--- src/rtl/fpsp_pkg.sv ---
// fpsp_pkg: shared types and codes for the framed pdu stream parser
// no dependencies; imported by framed_pdu_stream_parser_core
`default_nettype none

package fpsp_pkg;

  // field types
  typedef logic [7:0]  byte_t;
  typedef logic [1:0]  event_t;
  typedef logic [3:0]  nibble_t;
  typedef logic [15:0] count_t;
  typedef logic [1:0]  ftype_t;
  typedef logic [11:0] fsize_t;
  typedef logic [2:0]  status_t;

  // event codes
  localparam event_t EV_NONE   = 2'd0;
  localparam event_t EV_HEADER = 2'd1;
  localparam event_t EV_FRAME  = 2'd2;
  localparam event_t EV_DATA   = 2'd3;

  // buffer status codes
  localparam status_t ST_BUSY  = 3'd0;
  localparam status_t ST_OK    = 3'd1;
  localparam status_t ST_SHORT = 3'd2;
  localparam status_t ST_EARLY = 3'd3;
  localparam status_t ST_NOFIN = 3'd4;

  // frame header bit position and frame count limit
  localparam int unsigned FinalBit = 7;
  localparam count_t      CountMax = 16'hFFFF;

  // one result transaction
  typedef struct packed {
    event_t  event_res;
    nibble_t version;
    nibble_t opcode;
    byte_t   header_flags;
    count_t  payload_count;
    ftype_t  frame_type;
    fsize_t  frame_size;
    logic    frame_final;
    byte_t   data_byte;
    status_t status;
    count_t  frame_count;
  } result_t;

endpackage : fpsp_pkg

`default_nettype wire

--- src/rtl/framed_pdu_stream_parser_core.sv ---
// framed_pdu_stream_parser_core: byte-serial parser for a framed pdu buffer
// depends on fpsp_pkg (types, event and status codes)
//
// usage:
// - input channel (in_valid_i / in_stall_o) carries one buffer byte per
//   transaction, with last_i marking the final byte of the buffer; the next
//   byte after a last byte opens a new buffer
// - output channel (out_valid_o / out_stall_i) returns exactly one result
//   transaction per input byte: an event (header, frame header, data byte or
//   none), the decoded fields of that event, the buffer status and the
//   saturating count of frames completed so far in the buffer
// - the result of a byte is registered: it is on the output ports right
//   after the edge that accepts the byte
// - throughput is one byte per cycle while the output is not stalled; the
//   parse step is a small phase update and a 12-bit count decrement between
//   the state registers and the result register
// - while the receiver stalls a waiting result, the result register holds
//   and in_stall_o is raised; a new byte is taken in the same cycle the held
//   result leaves
// - reset puts the parser at the first header byte and clears out_valid_o;
//   the result payload itself is not reset
`default_nettype none

module framed_pdu_stream_parser_core (
  input  wire logic              clk_i,
  input  wire logic              rst_ni,
  // input channel
  input  wire logic              in_valid_i,
  output logic                   in_stall_o,
  input  wire fpsp_pkg::byte_t   byte_in_i,
  input  wire logic              last_i,
  // output channel
  output logic                   out_valid_o,
  input  wire logic              out_stall_i,
  output fpsp_pkg::event_t       event_res_o,
  output fpsp_pkg::nibble_t      version_o,
  output fpsp_pkg::nibble_t      opcode_o,
  output fpsp_pkg::byte_t        header_flags_o,
  output fpsp_pkg::count_t       payload_count_o,
  output fpsp_pkg::ftype_t       frame_type_o,
  output fpsp_pkg::fsize_t       frame_size_o,
  output logic                   frame_final_o,
  output fpsp_pkg::byte_t        data_byte_o,
  output fpsp_pkg::status_t      status_o,
  output fpsp_pkg::count_t       frame_count_o
);
  import fpsp_pkg::*;

  // parser phases
  localparam logic [2:0] PH_H0   = 3'd0;  // version / opcode byte
  localparam logic [2:0] PH_H1   = 3'd1;  // flags byte
  localparam logic [2:0] PH_H2   = 3'd2;  // payload count high byte
  localparam logic [2:0] PH_H3   = 3'd3;  // payload count low byte
  localparam logic [2:0] PH_F0   = 3'd4;  // first frame header byte
  localparam logic [2:0] PH_F1   = 3'd5;  // second frame header byte
  localparam logic [2:0] PH_DATA = 3'd6;  // frame data bytes
  localparam logic [2:0] PH_SKIP = 3'd7;  // drop bytes after an early final

  logic [2:0]  phase_q, phase_d;
  fsize_t      remaining_q, remaining_d;
  logic        final_q, final_d;
  logic [23:0] latch_q, latch_d;
  count_t      frames_q, frames_d;

  result_t     res_q, res_d;
  logic        out_valid_q, out_valid_d;

  logic        in_accept;
  logic        frame_done;
  fsize_t      new_size;

  // the result register frees up in the cycle its transaction leaves
  assign in_stall_o = out_valid_q && out_stall_i;
  assign in_accept  = in_valid_i && !in_stall_o;

  assign new_size = {latch_q[3:0], byte_in_i};

  // parse step for one byte
  always_comb begin
    phase_d     = phase_q;
    remaining_d = remaining_q;
    final_d     = final_q;
    latch_d     = latch_q;
    frames_d    = frames_q;
    frame_done  = 1'b0;
    res_d       = '0;
    res_d.status = ST_BUSY;

    unique case (phase_q)
      PH_H0: begin
        frames_d = '0;
        latch_d  = {byte_in_i, 16'h0000};
        phase_d  = PH_H1;
        if (last_i) res_d.status = ST_SHORT;
      end
      PH_H1: begin
        latch_d = {latch_q[23:16], byte_in_i, 8'h00};
        phase_d = PH_H2;
        if (last_i) res_d.status = ST_SHORT;
      end
      PH_H2: begin
        latch_d = {latch_q[23:8], byte_in_i};
        phase_d = PH_H3;
        if (last_i) res_d.status = ST_SHORT;
      end
      PH_H3: begin
        res_d.event_res     = EV_HEADER;
        res_d.version       = latch_q[23:20];
        res_d.opcode        = latch_q[19:16];
        res_d.header_flags  = latch_q[15:8];
        res_d.payload_count = {latch_q[7:0], byte_in_i};
        phase_d = PH_F0;
        if (last_i) res_d.status = ST_OK;
      end
      PH_F0: begin
        latch_d = {16'h0000, byte_in_i};
        final_d = byte_in_i[FinalBit];
        phase_d = PH_F1;
        if (last_i) res_d.status = ST_SHORT;
      end
      PH_F1: begin
        remaining_d       = new_size;
        res_d.event_res   = EV_FRAME;
        res_d.frame_type  = latch_q[5:4];
        res_d.frame_size  = new_size;
        res_d.frame_final = final_q;
        if (new_size == '0) begin
          frame_done = 1'b1;
        end else begin
          phase_d = PH_DATA;
          if (last_i) res_d.status = ST_SHORT;
        end
      end
      PH_DATA: begin
        res_d.event_res = EV_DATA;
        res_d.data_byte = byte_in_i;
        if (remaining_q <= fsize_t'(1)) begin
          remaining_d = '0;
          frame_done  = 1'b1;
        end else begin
          remaining_d = remaining_q - fsize_t'(1);
          if (last_i) res_d.status = ST_SHORT;
        end
      end
      PH_SKIP: begin
        res_d.status = ST_EARLY;
      end
    endcase

    // frame completion: count it and decide how the buffer stands
    if (frame_done) begin
      if (frames_q != CountMax) frames_d = frames_q + count_t'(1);
      if (final_q) begin
        res_d.status = last_i ? ST_OK : ST_EARLY;
        phase_d      = PH_SKIP;
      end else begin
        res_d.status = last_i ? ST_NOFIN : ST_BUSY;
        phase_d      = PH_F0;
      end
    end

    res_d.frame_count = frames_d;

    // end of buffer: next byte opens a new header
    if (last_i) begin
      phase_d     = PH_H0;
      remaining_d = '0;
      final_d     = 1'b0;
      latch_d     = '0;
    end
  end

  always_comb begin
    if (in_accept) begin
      out_valid_d = 1'b1;
    end else if (!out_stall_i) begin
      out_valid_d = 1'b0;
    end else begin
      out_valid_d = out_valid_q;
    end
  end

  // parser state and output valid
  always_ff @(posedge clk_i or negedge rst_ni) begin
    if (!rst_ni) begin
      phase_q     <= PH_H0;
      remaining_q <= '0;
      final_q     <= 1'b0;
      latch_q     <= '0;
      frames_q    <= '0;
      out_valid_q <= 1'b0;
    end else begin
      out_valid_q <= out_valid_d;
      if (in_accept) begin
        phase_q     <= phase_d;
        remaining_q <= remaining_d;
        final_q     <= final_d;
        latch_q     <= latch_d;
        frames_q    <= frames_d;
      end
    end
  end

  // result payload, held while stalled
  always_ff @(posedge clk_i) begin
    if (in_accept) begin
      res_q <= res_d;
    end
  end

  assign out_valid_o     = out_valid_q;
  assign event_res_o     = res_q.event_res;
  assign version_o       = res_q.version;
  assign opcode_o        = res_q.opcode;
  assign header_flags_o  = res_q.header_flags;
  assign payload_count_o = res_q.payload_count;
  assign frame_type_o    = res_q.frame_type;
  assign frame_size_o    = res_q.frame_size;
  assign frame_final_o   = res_q.frame_final;
  assign data_byte_o     = res_q.data_byte;
  assign status_o        = res_q.status;
  assign frame_count_o   = res_q.frame_count;

  // every accepted byte produces a result on the next cycle
  a_accept_gives_result: assert property (@(posedge clk_i) disable iff (!rst_ni)
    in_accept |=> out_valid_o)
    else $error("accepted byte produced no result");

  // skipping only follows a completed frame, so no data is still due
  a_skip_no_remaining: assert property (@(posedge clk_i) disable iff (!rst_ni)
    (phase_q == PH_SKIP) |-> (remaining_q == '0))
    else $error("skip phase with frame data outstanding");

  // a header event never carries a frame error status
  a_header_status: assert property (@(posedge clk_i) disable iff (!rst_ni)
    (out_valid_o && event_res_o == EV_HEADER) |-> (status_o == ST_BUSY || status_o == ST_OK))
    else $error("header event with error status");

  // a byte that does not end the buffer leaves the parser outside the header start
  a_mid_buffer_phase: assert property (@(posedge clk_i) disable iff (!rst_ni)
    (in_accept && !last_i) |=> (phase_q != PH_H0))
    else $error("parser restarted inside a buffer");

endmodule : framed_pdu_stream_parser_core

`default_nettype wire
--- config.mk ---
export PLATFORM = sky130hd
export DESIGN_NAME = framed_pdu_stream_parser_core
export DESIGN_NICKNAME = d
export VERILOG_FILES = /design/src/rtl/fpsp_pkg.sv /design/src/rtl/framed_pdu_stream_parser_core.sv
export SDC_FILE = /design/constraint.sdc
export NUM_CORES = 1
export LEC_CHECK = 0
export BUFFER_PORTS_ARGS = -buffer_cell sky130_fd_sc_hd__buf_4
export CAP_MARGIN = 30
export CORE_MARGIN = 8
export CORE_UTILIZATION = 57
export CTS_CLUSTER_SIZE = 14
export DETAILED_ROUTE_END_ITERATION = 6
export GPL_TIMING_DRIVEN = 0
export MAX_ROUTING_LAYER = met4
export PLACE_DENSITY = 0.83
export SYNTH_ARGS = -nofsm -noshare
export SYNTH_HDL_FRONTEND = slang
export SYNTH_SLANG_ARGS = --single-unit
--- constraint.sdc ---
create_clock -name clk_i -period 4.34 [get_ports clk_i]
set_input_delay 0.868 -clock clk_i [delete_from_list [all_inputs] [get_ports clk_i]]
set_output_delay 0.868 -clock clk_i [all_outputs]
set_load 0.02 [all_outputs]
==> reports/metrics.cfg <==
[logic_synthesis]
synth_seq_cells = 133
yosys_most_used_dff = edfxtp_1
syn-mean-instance-area_um2 = 11.0
synth.top_cell.area_share = 0.360
synthDistinctLibCells = 66
yosysWarnings = 0
ys_seq_area_frac = 0.586
async_flop_share = 0.429
synthesis.area_um2 = 6330
synth_cells = 575
yosysTopAreaCell = edfxtp_1
synth_edf_count = 76
synth_area_leaders = edfxtp_1 (36%), dfrtp_1 (23%), and2_1 (4.1%)
synth.net_count = 593

[drt]
drtAntennaViolNets = 0
routed_wl_mm = 17.0
drcViolationCount = 0
vias_per_cell = 6.24
vias = 5225
first_pass_iters = 5
wire_per_inst_um = 20.4
drtIter0Drc = 484

[power_and_ir_drop]
pwr_density_cell_nw_per_um2 = 467
vdd_drop_max_uv = 262
cellLeakagePower_nw = 3.22
finalPower_mw = 3.64

[cts]
cts_resized = 0
clockBufferDepth = 2
clk_latency_ns = 0.52
cts_tree = done
clk_pin_slew_ns = 0.06
hold_buffers = 0
h-tree-depth = 4
root_buffer = clkbuf_8
cts_buffers = 17
cts.sinks = 133
cts_setup_buffers = 0

[die]
die_w_um = 121
io_pins = 91
core_area_um2 = 10800
dieArea_um2 = 14700
initial_utilization = 0.584
num_rows = 38
die_h_um = 121

[worst_setup_path]
arrival_ns = 3.80
required_ns = 4.75
rr_worst_depth = 7
cp_slowest_stage_delay_ns = 0.67
crit_slowest_cell = clkinv_2
worstPathMaxFanout = 55
worstSetupStartpointType = input port
path_cells = buf_4, a21bo_2, clkbuf_1, clkinv_2, buf_16, o21ai_1, nor3_1, a22o_1
critical_path_class = in2reg
end_kind = flip-flop

[final_layout]
diodes = 0
syn2layout_area_growth_pct = 23.0
finalNetCount = 702
instances_no_fill = 837
fill_cells = 745
drive_gt1_frac = 0.209
final_area_um2 = 7790

[timing]
period_share = 0.781
fin_skew_ns = 0.00674
fin_crit_ns = 3.39
setup_ws_ns = 0.950
setup_viol = 0
setup_tns_ns = 0
tightestPinTransition_ns = 0.940
timing.slew.headroom = 0.368
finalHoldViolations = 0
clock.fmax_ghz = 0.295
slew_violations = 0
grt_setup_unrepaired = no

[placement]
place_ws_ns = 0.450
dp_cells = 805
io_buffers = 89
post_dp_cell_area_um2 = 7200
place_hpwl_mm = 11.5
gp_congestion = 0.917

[grt]
grt_pass1_vias = 5196
grt_usage = 0.245
grt_pass1_wl_mm = 27.3
grt_overflow = 0
antenna_found_initial = 0
grt_start_max_net_pins = 58

[status]
outcome = finished, final reports clean

[flow_run]
drv_cap = 0

[min_path]
min_path_type = in2async

cell type report:
type                    instances  area [um2]  share of cell area
multi-input cells             383        2370               0.305
inverters                      29         110              0.0141
clock buffers                  17         414              0.0532
repair buffers                 90         696              0.0893
plain buffers                  30         143              0.0183
clock inverters                15         168              0.0215
well taps                     140         175              0.0225
flip-flops and latches        133        3710               0.476
worst paths after layout:
kind | end | from | slack, ns
worst max-delay path | latch_q[16]$_DFFE_PN0P_ | in_valid_i | 0.95
worst min-delay path | out_valid_o$_DFFE_PN0P_ | rst_ni | 0.41
worst max register to register | latch_q[16]$_DFFE_PN0P_ | out_valid_o$_DFFE_PN0P_ | 1.09
worst min register to register | latch_q[9]$_DFFE_PN0P_ | latch_q[9]$_DFFE_PN0P_ | 0.48
max in group asynchronous | latch_q[11]$_DFFE_PN0P_ | rst_ni | 3.42
min in group clk_i | latch_q[9]$_DFFE_PN0P_ | latch_q[9]$_DFFE_PN0P_ | 0.48
cells in the mapped netlist, types with 3 or more instances:
cell type and number:
a21oi_1 18, a221o_1 8, a22o_1 10, a22oi_1 4
a31o_2 3, a31oi_1 6, and2_1 41, and3_1 16
buf_6 3, clkbuf_1 21, dfrtp_1 57, edfxtp_1 76
ha_1 5, inv_1 28, mux2i_1 5, nand2_1 39
nand2b_1 3, nand3_1 18, nand4_1 4, nor2_1 39
nor2b_1 3, nor3_1 30, o211ai_1 14, o21ai_0 41
o21ai_1 3, o22ai_1 6, o2bb2ai_1 10, o31ai_1 4
or3_1 5, or4_1 4, xor2_1 5
critical path, delay by kind of cell:
kind / cells / cell delay [ns]
AOI/OAI and AO/OA: 3 / 0.87
buffers and inverters: 4 / 1.71
and+or+nand+nor: 1 / 0.32
state kept, by name, summed over array words and instances, names as in the netlist:
register	flops
latch_q	24
frame_count_o	16
frames_q	16
payload_count_o	16
frame_size_o	12
remaining_q	12
data_byte_o	8
header_flags_o	8
opcode_o	4
version_o	4
phase_q	3
status_o	3
event_res_o	2
frame_type_o	2
final_q	1
frame_final_o	1
out_valid_o	1
cells by family (layout without fill, tap and decap cells):
| family | Yosys count | in the layout | share of synthesized area |
|---|---|---|---|
| AO/OA/AOI/OAI | 148 | 148 | 0.163 |
| XOR/XNOR | 6 | 6 | 0.00830 |
| AND/OR/NAND/NOR | 217 | 217 | 0.182 |
| buffers and inverters | 59 | 181 | 0.0397 |
| multiplexers | 7 | 7 | 0.0115 |
| adder cells (fa/ha/maj) | 5 | 5 | 0.00988 |
| flip-flops | 133 | 133 | 0.586 |
metal layers:
| layer | track usage | wire [um] | vias to the layer above |
|---|---|---|---|
| met5 | - | 0 | - |
| met4 | 0.113 | 567 | 0 |
| met3 | 0.0638 | 1500 | 55 |
| met2 | 0.399 | 8490 | 285 |
| met1 | 0.277 | 6490 | 2511 |
| li1 | - | - | 2374 |
layout by cell type, fill, tap and decap left out, drive strengths merged, types with 4 or more instances in the layout:
| cell | n |
|---|---|
| buf | 98 |
| edfxtp | 76 |
| dfrtp | 57 |
| o21ai | 44 |
| and2 | 41 |
| nand2 | 41 |
| nor2 | 39 |
| clkbuf | 39 |
| inv | 34 |
| nor3 | 31 |
| a21oi | 18 |
| nand3 | 18 |
| and3 | 16 |
| o211ai | 15 |
| o2bb2ai | 10 |
| a22o | 10 |
| a221o | 8 |
| clkinv | 7 |
| a31oi | 6 |
| o22ai | 6 |
| xor2 | 5 |
| or3 | 5 |
| mux2i | 5 |
| ha | 5 |
| or4 | 5 |
| o31ai | 5 |
| nand4 | 4 |
| a22oi | 4 |
| a31o | 4 |
where the power goes:
part           internal [mW]  switching (mW)
sequential              1.45          0.0725
clock                  0.831           0.581
combinational          0.232           0.469
total                   2.52            1.12
per-stage QoR:
step	utilization	hold slack [ns]
2_1_floorplan	-	0.440
3_3_place_gp	0.662	0.454
3_5_place_dp	0.665	0.465
4_1_cts	0.718	0.435
5_1_grt	0.718	0.459
6_report	0.718	0.408
Power figures use the tool's default switching activity.
